$ cat config.mk
export PLATFORM = sky130hd
export DESIGN_NAME = template_interpolation_splitter
export DESIGN_NICKNAME = d
export VERILOG_FILES = /design/src/rtl/tis_pkg.sv /design/src/rtl/tis_front.sv /design/src/rtl/tis_queue.sv /design/src/rtl/tis_back.sv /design/src/rtl/template_interpolation_splitter.sv
export SDC_FILE = /design/constraint.sdc
export NUM_CORES = 1
export LEC_CHECK = 0
export BUFFER_PORTS_ARGS = -buffer_cell sky130_fd_sc_hd__buf_4
export CORE_MARGIN = 2
export CORE_UTILIZATION = 60
export CTS_CLUSTER_SIZE = 25
export DETAILED_ROUTE_END_ITERATION = 10
export PLACE_DENSITY = 0.84
export SETUP_SLACK_MARGIN = 0.2
export SLEW_MARGIN = 5
export SYNTH_ARGS = -nofsm -noshare
export SYNTH_HDL_FRONTEND = slang
export SYNTH_SLANG_ARGS = --single-unit
$ cat constraint.sdc
create_clock -name clock -period 5.2 [get_ports clock]
set_input_delay 0.78 -clock clock [delete_from_list [all_inputs] [get_ports clock]]
set_output_delay 0.78 -clock clock [all_outputs]
set_load 0.05 [all_outputs]
$ cat src/rtl/tis_pkg.sv
package tis_pkg;

   // Character codes the scanner reacts to
   localparam logic [7:0] CH_BSLASH = 8'h5C;
   localparam logic [7:0] CH_DQUOTE = 8'h22;
   localparam logic [7:0] CH_SQUOTE = 8'h27;
   localparam logic [7:0] CH_LBRACE = 8'h7B;
   localparam logic [7:0] CH_RBRACE = 8'h7D;
   localparam logic [7:0] CH_SPACE  = 8'h20;
   localparam logic [7:0] CH_TAB    = 8'h09;

   // Command queue between scanner and emitter
   localparam int QUEUE_DEPTH = 4;
   localparam int QPTR_W      = 2;

   typedef enum logic [1:0] {
      MODE_TEXT,
      MODE_EXPR,
      MODE_DQ,
      MODE_SQ
   } scan_mode_type;

   typedef enum logic {
      OP_EMIT,
      OP_PUSH
   } op_kind_type;

   typedef struct packed {
      logic [7:0] out_byte;
      logic       has_byte;
      logic       seg_kind;
      logic       seg_end;
      logic       done_res;
      logic       unclosed_error;
      logic       has_expression;
      logic       overflow;
   } item_type;

   // One command for the emitter. OP_PUSH parks a blank (item.out_byte holds it);
   // OP_EMIT sends item, after draining parked blanks when flush is set.
   typedef struct packed {
      op_kind_type kind;
      logic        flush;
      logic        clear;
      item_type    item;
   } op_type;

   typedef enum logic [2:0] {
      F_IDLE,
      F_ESC,
      F_FIN_HELD,
      F_FIN_END,
      F_FIN_DONE
   } front_state_type;

   typedef enum logic {
      B_RUN,
      B_FLUSH
   } back_state_type;

endpackage

$ cat src/rtl/tis_front.sv
module tis_front #(
   parameter int MAX_PENDING_WS = 32
) (
   input  logic              clock,
   input  logic              reset,
   input  logic              req_valid,
   output logic              req_stall,
   input  logic [7:0]        req_in_byte,
   input  logic              req_in_last,
   input  logic              req_in_empty,
   output logic              q_push,
   output tis_pkg::op_type   q_push_op,
   input  logic              q_full
);

   localparam int CW = $clog2(MAX_PENDING_WS + 1);

   typedef struct packed {
      logic            valid;
      tis_pkg::op_type op;
      logic            started;
      logic [CW-1:0]   count;
   } content_type;

   tis_pkg::front_state_type state_ff, state_in;
   tis_pkg::scan_mode_type   mode_ff, mode_in;
   logic [7:0]    held_byte_ff, held_byte_in;
   logic          held_valid_ff, held_valid_in;
   logic          started_ff, started_in;
   logic [CW-1:0] count_ff, count_in;
   logic          any_expr_ff, any_expr_in;
   logic [7:0]    esc_byte_ff, esc_byte_in;
   logic          last_ff, last_in;
   content_type   res_held;
   content_type   res_esc;

   // Trimming decision for one expression byte
   function automatic content_type content_op(input logic [7:0] c, input logic started,
                                              input logic [CW-1:0] count);
      content_type res;
      logic        blank;
      res = '0;
      res.started = started;
      res.count   = count;
      blank = (c == tis_pkg::CH_SPACE) || (c == tis_pkg::CH_TAB);
      res.op.kind          = tis_pkg::OP_EMIT;
      res.op.item.seg_kind = 1'b1;
      if (blank) begin
         if (started) begin
            res.valid = 1'b1;
            if (count < CW'(MAX_PENDING_WS)) begin
               res.op.kind          = tis_pkg::OP_PUSH;
               res.op.item.out_byte = c;
               res.count            = count + CW'(1);
            end else begin
               res.op.item.overflow = 1'b1;
            end
         end
      end else begin
         res.valid             = 1'b1;
         res.op.flush          = (count != '0);
         res.op.item.out_byte  = c;
         res.op.item.has_byte  = 1'b1;
         res.count             = '0;
         res.started           = 1'b1;
      end
      return res;
   endfunction

   assign res_held = content_op(held_byte_ff, started_ff, count_ff);
   assign res_esc  = content_op(esc_byte_ff, started_ff, count_ff);

   always_ff @(posedge clock) begin
      if (reset) begin
         state_ff      <= tis_pkg::F_IDLE;
         mode_ff       <= tis_pkg::MODE_TEXT;
         held_valid_ff <= 1'b0;
         started_ff    <= 1'b0;
         count_ff      <= '0;
         any_expr_ff   <= 1'b0;
         last_ff       <= 1'b0;
      end else begin
         state_ff      <= state_in;
         mode_ff       <= mode_in;
         held_valid_ff <= held_valid_in;
         started_ff    <= started_in;
         count_ff      <= count_in;
         any_expr_ff   <= any_expr_in;
         last_ff       <= last_in;
      end
   end

   always_ff @(posedge clock) begin
      held_byte_ff <= held_byte_in;
      esc_byte_ff  <= esc_byte_in;
   end

   always_comb begin
      state_in      = state_ff;
      mode_in       = mode_ff;
      held_byte_in  = held_byte_ff;
      held_valid_in = held_valid_ff;
      started_in    = started_ff;
      count_in      = count_ff;
      any_expr_in   = any_expr_ff;
      esc_byte_in   = esc_byte_ff;
      last_in       = last_ff;
      q_push        = 1'b0;
      q_push_op     = '0;
      req_stall     = !((state_ff == tis_pkg::F_IDLE) && !q_full);

      unique case (state_ff)
         tis_pkg::F_IDLE: begin
            if (req_valid && !q_full) begin
               last_in = req_in_last;
               if (req_in_empty) begin
                  state_in = tis_pkg::F_FIN_HELD;
               end else if (!held_valid_ff) begin
                  held_byte_in  = req_in_byte;
                  held_valid_in = 1'b1;
                  state_in      = req_in_last ? tis_pkg::F_FIN_HELD : tis_pkg::F_IDLE;
               end else begin
                  held_byte_in = req_in_byte;
                  state_in     = req_in_last ? tis_pkg::F_FIN_HELD : tis_pkg::F_IDLE;
                  unique case (mode_ff)
                     tis_pkg::MODE_TEXT: begin
                        if (held_byte_ff == tis_pkg::CH_LBRACE &&
                            req_in_byte == tis_pkg::CH_LBRACE) begin
                           q_push                  = started_ff;
                           q_push_op.kind          = tis_pkg::OP_EMIT;
                           q_push_op.item.seg_end  = 1'b1;
                           started_in              = 1'b0;
                           mode_in                 = tis_pkg::MODE_EXPR;
                           held_valid_in           = 1'b0;
                        end else begin
                           q_push                  = 1'b1;
                           q_push_op.kind          = tis_pkg::OP_EMIT;
                           q_push_op.item.out_byte = held_byte_ff;
                           q_push_op.item.has_byte = 1'b1;
                           started_in              = 1'b1;
                        end
                     end
                     tis_pkg::MODE_EXPR: begin
                        if (held_byte_ff == tis_pkg::CH_RBRACE &&
                            req_in_byte == tis_pkg::CH_RBRACE) begin
                           count_in                = '0;
                           q_push                  = started_ff;
                           q_push_op.kind          = tis_pkg::OP_EMIT;
                           q_push_op.clear         = 1'b1;
                           q_push_op.item.seg_kind = 1'b1;
                           q_push_op.item.seg_end  = 1'b1;
                           any_expr_in             = any_expr_ff || started_ff;
                           started_in              = 1'b0;
                           mode_in                 = tis_pkg::MODE_TEXT;
                           held_valid_in           = 1'b0;
                        end else begin
                           q_push     = res_held.valid;
                           q_push_op  = res_held.op;
                           started_in = res_held.started;
                           count_in   = res_held.count;
                           if (held_byte_ff == tis_pkg::CH_DQUOTE) begin
                              mode_in = tis_pkg::MODE_DQ;
                           end else if (held_byte_ff == tis_pkg::CH_SQUOTE) begin
                              mode_in = tis_pkg::MODE_SQ;
                           end
                        end
                     end
                     tis_pkg::MODE_DQ, tis_pkg::MODE_SQ: begin
                        q_push     = res_held.valid;
                        q_push_op  = res_held.op;
                        started_in = res_held.started;
                        count_in   = res_held.count;
                        if (held_byte_ff == tis_pkg::CH_BSLASH) begin
                           // escaped pair: second byte is registered and goes out from F_ESC
                           held_valid_in = 1'b0;
                           esc_byte_in   = req_in_byte;
                           state_in      = tis_pkg::F_ESC;
                        end else if ((mode_ff == tis_pkg::MODE_DQ &&
                                      held_byte_ff == tis_pkg::CH_DQUOTE) ||
                                     (mode_ff == tis_pkg::MODE_SQ &&
                                      held_byte_ff == tis_pkg::CH_SQUOTE)) begin
                           mode_in = tis_pkg::MODE_EXPR;
                        end
                     end
                     default: begin
                        mode_in = tis_pkg::MODE_TEXT;
                     end
                  endcase
               end
            end
         end
         tis_pkg::F_ESC: begin
            if (!q_full) begin
               q_push     = res_esc.valid;
               q_push_op  = res_esc.op;
               started_in = res_esc.started;
               count_in   = res_esc.count;
               state_in   = last_ff ? tis_pkg::F_FIN_HELD : tis_pkg::F_IDLE;
            end
         end
         tis_pkg::F_FIN_HELD: begin
            if (!q_full) begin
               if (mode_ff == tis_pkg::MODE_TEXT && held_valid_ff) begin
                  q_push                  = 1'b1;
                  q_push_op.kind          = tis_pkg::OP_EMIT;
                  q_push_op.item.out_byte = held_byte_ff;
                  q_push_op.item.has_byte = 1'b1;
                  started_in              = 1'b1;
               end
               state_in = tis_pkg::F_FIN_END;
            end
         end
         tis_pkg::F_FIN_END: begin
            if (!q_full) begin
               q_push                 = (mode_ff == tis_pkg::MODE_TEXT) && started_ff;
               q_push_op.kind         = tis_pkg::OP_EMIT;
               q_push_op.item.seg_end = 1'b1;
               state_in               = tis_pkg::F_FIN_DONE;
            end
         end
         tis_pkg::F_FIN_DONE: begin
            if (!q_full) begin
               q_push                        = 1'b1;
               q_push_op.kind                = tis_pkg::OP_EMIT;
               q_push_op.clear               = 1'b1;
               q_push_op.item.done_res       = 1'b1;
               q_push_op.item.unclosed_error = (mode_ff != tis_pkg::MODE_TEXT);
               q_push_op.item.has_expression = any_expr_ff;
               mode_in                       = tis_pkg::MODE_TEXT;
               held_valid_in                 = 1'b0;
               started_in                    = 1'b0;
               count_in                      = '0;
               any_expr_in                   = 1'b0;
               state_in                      = tis_pkg::F_IDLE;
            end
         end
         default: begin
            state_in = tis_pkg::F_IDLE;
         end
      endcase
   end

endmodule

$ cat src/rtl/tis_queue.sv
module tis_queue (
   input  logic            clock,
   input  logic            reset,
   input  logic            push,
   input  tis_pkg::op_type push_op,
   output logic            full,
   input  logic            pop,
   output tis_pkg::op_type head_op,
   output logic            head_valid
);

   localparam int CNT_W = tis_pkg::QPTR_W + 1;
   localparam int PTR_W = tis_pkg::QPTR_W;

   tis_pkg::op_type             slot_ff [tis_pkg::QUEUE_DEPTH];
   logic [tis_pkg::QPTR_W-1:0]  wr_ptr_ff, wr_ptr_in;
   logic [tis_pkg::QPTR_W-1:0]  rd_ptr_ff, rd_ptr_in;
   logic [CNT_W-1:0]            count_ff, count_in;
   logic                        do_push;
   logic                        do_pop;

   assign full       = (count_ff == CNT_W'(tis_pkg::QUEUE_DEPTH));
   assign head_valid = (count_ff != '0);
   assign head_op    = slot_ff[rd_ptr_ff];
   assign do_push    = push && !full;
   assign do_pop     = pop && head_valid;

   always_comb begin
      wr_ptr_in = do_push ? wr_ptr_ff + PTR_W'(1) : wr_ptr_ff;
      rd_ptr_in = do_pop ? rd_ptr_ff + PTR_W'(1) : rd_ptr_ff;
      count_in  = count_ff;
      if (do_push && !do_pop) begin
         count_in = count_ff + CNT_W'(1);
      end else if (!do_push && do_pop) begin
         count_in = count_ff - CNT_W'(1);
      end
   end

   always_ff @(posedge clock) begin
      if (reset) begin
         wr_ptr_ff <= '0;
         rd_ptr_ff <= '0;
         count_ff  <= '0;
      end else begin
         wr_ptr_ff <= wr_ptr_in;
         rd_ptr_ff <= rd_ptr_in;
         count_ff  <= count_in;
      end
   end

   always_ff @(posedge clock) begin
      if (do_push) begin
         slot_ff[wr_ptr_ff] <= push_op;
      end
   end

endmodule

$ cat src/rtl/tis_back.sv
module tis_back #(
   parameter int MAX_PENDING_WS = 32
) (
   input  logic              clock,
   input  logic              reset,
   input  tis_pkg::op_type   head_op,
   input  logic              head_valid,
   output logic              pop,
   output logic              rsp_valid,
   input  logic              rsp_stall,
   output tis_pkg::item_type rsp_item
);

   localparam int CW = $clog2(MAX_PENDING_WS + 1);
   localparam int IW = (MAX_PENDING_WS > 1) ? $clog2(MAX_PENDING_WS) : 1;

   logic                     pend_mem [MAX_PENDING_WS];
   logic                     rdata_ff;
   logic [IW-1:0]            rd_addr;
   logic                     wr_en;
   tis_pkg::back_state_type  state_ff, state_in;
   logic [CW-1:0]            wcount_ff, wcount_in;
   logic [CW-1:0]            idx_ff, idx_in;
   logic [CW-1:0]            idx_next;
   logic                     valid_ff, valid_in;
   tis_pkg::item_type        item_ff, item_in;
   logic                     load;

   assign load      = !valid_ff || !rsp_stall;
   assign idx_next  = idx_ff + CW'(1);
   assign rsp_valid = valid_ff;
   assign rsp_item  = item_ff;

   // Blank store: one bit per parked blank, 1 = tab
   always_ff @(posedge clock) begin
      if (wr_en) begin
         pend_mem[wcount_ff[IW-1:0]] <= (head_op.item.out_byte == tis_pkg::CH_TAB);
      end
      rdata_ff <= pend_mem[rd_addr];
   end

   always_ff @(posedge clock) begin
      if (reset) begin
         state_ff  <= tis_pkg::B_RUN;
         wcount_ff <= '0;
         idx_ff    <= '0;
         valid_ff  <= 1'b0;
      end else begin
         state_ff  <= state_in;
         wcount_ff <= wcount_in;
         idx_ff    <= idx_in;
         valid_ff  <= valid_in;
      end
   end

   always_ff @(posedge clock) begin
      item_ff <= item_in;
   end

   always_comb begin
      state_in  = state_ff;
      wcount_in = wcount_ff;
      idx_in    = idx_ff;
      valid_in  = valid_ff && rsp_stall;
      item_in   = item_ff;
      pop       = 1'b0;
      wr_en     = 1'b0;
      rd_addr   = idx_ff[IW-1:0];

      unique case (state_ff)
         tis_pkg::B_RUN: begin
            rd_addr = '0;
            if (head_valid) begin
               unique case (head_op.kind)
                  tis_pkg::OP_PUSH: begin
                     wr_en     = 1'b1;
                     wcount_in = wcount_ff + CW'(1);
                     pop       = 1'b1;
                  end
                  tis_pkg::OP_EMIT: begin
                     if (head_op.flush && wcount_ff != '0) begin
                        state_in = tis_pkg::B_FLUSH;
                        idx_in   = '0;
                     end else if (load) begin
                        valid_in = 1'b1;
                        item_in  = head_op.item;
                        pop      = 1'b1;
                        if (head_op.clear) begin
                           wcount_in = '0;
                        end
                     end
                  end
                  default: begin
                     pop = 1'b0;
                  end
               endcase
            end
         end
         tis_pkg::B_FLUSH: begin
            if (load) begin
               valid_in          = 1'b1;
               item_in           = '0;
               item_in.out_byte  = rdata_ff ? tis_pkg::CH_TAB : tis_pkg::CH_SPACE;
               item_in.has_byte  = 1'b1;
               item_in.seg_kind  = 1'b1;
               if (idx_next == wcount_ff) begin
                  wcount_in = '0;
                  state_in  = tis_pkg::B_RUN;
               end else begin
                  idx_in  = idx_next;
                  rd_addr = idx_next[IW-1:0];
               end
            end
         end
         default: begin
            state_in = tis_pkg::B_RUN;
         end
      endcase
   end

endmodule

$ cat src/rtl/template_interpolation_splitter.sv
// Channel   Direction  Handshake              Payload
// req_      in         req_valid / req_stall  req_in_byte, req_in_last, req_in_empty
// rsp_      out        rsp_valid / rsp_stall  rsp_out_byte .. rsp_overflow (eight fields)
//
// The scanner takes a byte only while idle and the queue has room; a backslash pair inside
// quotes also passes F_ESC, and a string end passes F_FIN_HELD, F_FIN_END and F_FIN_DONE.
// The emitter sends at most one transaction per cycle while rsp_stall is low.
// The four-entry command queue lets the scanner run ahead while the emitter drains.
// Reset is synchronous, active high, and empties queue, output register and blank count.
// rsp_stall holds the output register; the scanner stalls req_ while it finishes an
// escape pair or a string end, and whenever the queue is full.
module template_interpolation_splitter #(
   parameter int MAX_PENDING_WS = 32
) (
   input  logic       clock,
   input  logic       reset,
   input  logic       req_valid,
   output logic       req_stall,
   input  logic [7:0] req_in_byte,
   input  logic       req_in_last,
   input  logic       req_in_empty,
   output logic       rsp_valid,
   input  logic       rsp_stall,
   output logic [7:0] rsp_out_byte,
   output logic       rsp_out_has_byte,
   output logic       rsp_seg_kind,
   output logic       rsp_seg_end,
   output logic       rsp_done_res,
   output logic       rsp_unclosed_error,
   output logic       rsp_has_expression,
   output logic       rsp_overflow
);

   // Scanner to queue
   logic              q_push;
   tis_pkg::op_type   q_push_op;
   logic              q_full;
   // Queue to emitter
   tis_pkg::op_type   q_head_op;
   logic              q_head_valid;
   logic              q_pop;
   tis_pkg::item_type rsp_item;

   // Scanner: tracks brace, quote and escape state, trims leading blanks and
   // turns each transaction into a short series of commands.
   tis_front #(
      .MAX_PENDING_WS(MAX_PENDING_WS)
   ) u_front (
      .clock       (clock),
      .reset       (reset),
      .req_valid   (req_valid),
      .req_stall   (req_stall),
      .req_in_byte (req_in_byte),
      .req_in_last (req_in_last),
      .req_in_empty(req_in_empty),
      .q_push      (q_push),
      .q_push_op   (q_push_op),
      .q_full      (q_full)
   );

   tis_queue u_queue (
      .clock     (clock),
      .reset     (reset),
      .push      (q_push),
      .push_op   (q_push_op),
      .full      (q_full),
      .pop       (q_pop),
      .head_op   (q_head_op),
      .head_valid(q_head_valid)
   );

   // Emitter: owns the parked-blank store, drains it ahead of the next
   // non-blank expression byte, and drives the output register.
   tis_back #(
      .MAX_PENDING_WS(MAX_PENDING_WS)
   ) u_back (
      .clock     (clock),
      .reset     (reset),
      .head_op   (q_head_op),
      .head_valid(q_head_valid),
      .pop       (q_pop),
      .rsp_valid (rsp_valid),
      .rsp_stall (rsp_stall),
      .rsp_item  (rsp_item)
   );

   assign rsp_out_byte       = rsp_item.out_byte;
   assign rsp_out_has_byte   = rsp_item.has_byte;
   assign rsp_seg_kind       = rsp_item.seg_kind;
   assign rsp_seg_end        = rsp_item.seg_end;
   assign rsp_done_res       = rsp_item.done_res;
   assign rsp_unclosed_error = rsp_item.unclosed_error;
   assign rsp_has_expression = rsp_item.has_expression;
   assign rsp_overflow       = rsp_item.overflow;

endmodule

==> results.ini <==
[run_status]
outcome=finished, final reports clean

[final_layout]
layout.cells.non_filler=864
diodes=0
layout-drive-gt1-share=0.153
fin_area_um2=8970
nets=702
area_growth_pct=12.2

[worst_setup_path]
crit_chain=nor3b_2 -> nor3_1 -> nand3_1 -> nor2_1 -> a21oi_1 -> a41oi_2 -> ha_1 -> inv_1 -> fa_1 -> xor2_1 -> or3_1 -> a21oi_1
slowest_stage=nor3b_2
worstSetupPathType=reg2reg
ff2ff_setup_slack_ns=1.50
crit_path_frequent_cell=a21oi_1
crit_fanout=18
crit_path_end_kind=register
cp.required_ns=5.56
critical_path.max_stage_delay_ns=0.91
crit_arrival_ns=4.06
start_kind=register

[sta]
slew_violations=0
finalClockSkew_ns=0.0116
finalSetupViolations=0
max_slew.worst_pin.slew_ns=1.10
setup_tns_ns=0
fin_ws_ns=1.50
rsz0062_at_grt=no
min_period_ns=3.70
fmax_mhz=270
holdWs_ns=0.468
fin_crit_sh=0.711
hold_viol=0
relSlewSlack=0.262

[routing]
drc_errors=0
firstDrtPassIters=5
ant_nets=0
via_per_inst=6.11
routed_wl_mm=15.7
vias=5280
first_iter_violations=498
wire_per_inst_um=18.2

[power]
leakage_nw=3.14
power_per_cell_area_nw_per_um2=449
ir_drop_v=0.000242

[yosys]
synth_top_area_frac=0.507
synthesis.nets=675
synth_cells=648
synth.top_cells.by_area=edfxtp_1, dfxtp_1, mux4_2
synth_area_um2=7990
ys_seq_area_frac=0.605
synth_edf_count=135
ys_ff_latch=174
yosys.cell_types.count=68
synthArstFlopShare=0
yosysWarnings=0
syn_area_per_cell_um2=12.3
yosys.area.top_type=edfxtp_1
synth_ff_type=edfxtp_1

[global_route]
grt_overflow=0
grt_start_max_net_pins=33
antenna_found_initial=0
track_usage=0.234
grt_pass1_vias=5100
grt_pass1_wl_mm=25.8

[die]
die_area_um2=14300
std_cell_rows=42
die_x_um=119
core_area_um2=13100
start_util=0.608
die_height_um=119
ioPinCount=31

[placement]
dp_cells=832
postPlaceCellArea_um2=8380
pre_cts_ws_ns=1.37
dp_hpwl_mm=10.4
io_buffers=30
gp_congestion=0.918

[clock_network]
ctsResizeCount=0
post-cts-setup-buffer-count=0
clock_latency_ns=0.43
path_clk_slew_ns=0.07
cts_root_buffer=clkbuf_16
cts_sinks=174
cts_hold_buf=0
h-tree-depth=4
clockBufferDepth=2
tritoncts=done
cts_buffers=17

[run]
cap_violations=0

[hold_path]
hp-class=reg2reg

## power breakdown
group	switching, W	total [W]	internal (W)
clock network	0.000588	0.00124	0.000647
registers	0.0000822	0.00176	0.00168
logic	0.000660	0.00103	0.000374
total	0.00133	0.00403	0.00270
## path summary, 6_finish.rpt
| kind | cells after the start | to | startpoint |
|---|---|---|---|
| min | 2 | u_front.last_ff | u_front.last_ff |
| max | 12 | u_queue.count_ff[2] | u_queue.count_ff[0] |
| min reg2reg | 2 | u_front.last_ff | u_front.last_ff |
| max reg2reg | 12 | u_queue.count_ff[2] | u_queue.count_ff[0] |
## cell type report
cell class | count | area [um^2]
fill | 881 | 4170
inverter | 19 | 71.3
sequential | 174 | 4830
clock buffer | 17 | 425
timing repair buffer | 35 | 263
tap | 176 | 220
clock inverter | 15 | 165
multi-input combinational | 428 | 2990
## stage by stage
step	utilization	power [W]
3_5_place_dp	0.638	0.00282
6_report	0.683	0.00403
2_1_floorplan	-	0.00255
3_3_place_gp	0.638	0.00279
4_1_cts	0.682	0.00405
5_1_grt	0.683	0.00419
## kinds of logic after synthesis
group,after synthesis,synth area share
simple gates,249,0.157
mux,42,0.0809
flops,174,0.605
buf+inv,46,0.0229
compound gates,101,0.0881
xor+xnor,23,0.0252
fa+ha+maj,13,0.0213
## per-layer routing
layer  share of wire  wire length, um  GRT usage  vias up
li1                -                -          -     2460
met2            0.49             7700      0.381      254
met5               0                0          0        -
met3           0.073             1150     0.0402       35
met4           0.023              359      0.104        0
met1            0.41             6480      0.311     2531
## sequential cells by signal, indices dropped and copies added, names as in the netlist, 2 cells and up, named ones only
signal                cells
u_front.mode_ff           2
u_front.state_ff          3
u_back.wcount_ff          6
u_front.esc_byte_ff       8
u_front.count_ff          6
u_queue.slot_ff          72
u_queue.count_ff          3
u_back.rsp_item          15
u_queue.rd_ptr_ff         2
u_front.held_byte_ff      8
u_back.idx_ff             6
u_queue.wr_ptr_ff         2
u_back.pend_mem          32
## placed cells by master (no fill, tap or decap), drive strengths merged, types with 3 or more instances in the layout
cell / count
edfxtp: 135
nor2: 90
nand2: 43
dfxtp: 39
buf: 35
a21oi: 32
inv: 28
o21ai: 24
mux2i: 23
and2: 19
mux4: 18
nand3: 18
clkbuf: 17
xor2: 15
nor3: 12
ha: 12
nand4: 11
nand3b: 8
nand2b: 8
a22o: 8
xnor2: 8
nor4: 8
or3: 7
or2: 5
clkinv: 5
o21a: 4
a21o: 4
nand4b: 3
or4: 3
o211ai: 3
a31oi: 3
a221oi: 3
a211oi: 3
## worst max-delay path, delay by kind of cell, from the launching register on
kind | cells | cell delay [ns]
AOI/OAI and AO/OA | 3 | 0.71
adders and majority gates | 2 | 0.50
buffers and inverters | 1 | 0.09
and+or+nand+nor | 5 | 1.88
xor gates and xnor gates | 1 | 0.07
DFF | 1 | 0.36
## synthesized netlist by cell type, drive strengths merged, types with 5 or more instances
library cell    n
a22o            8
o21ai          24
or3             7
or2             5
nand2          43
and2           19
nor4            8
xor2           15
nand2b          8
xnor2           8
dfxtp          39
inv            19
edfxtp        135
mux4           18
nor3           12
ha             12
a21oi          32
nand3b          8
mux2i          23
nand4          11
nor2           90
clkbuf         23
nand3          18
Note: power is estimated with default switching activity, not from simulation.
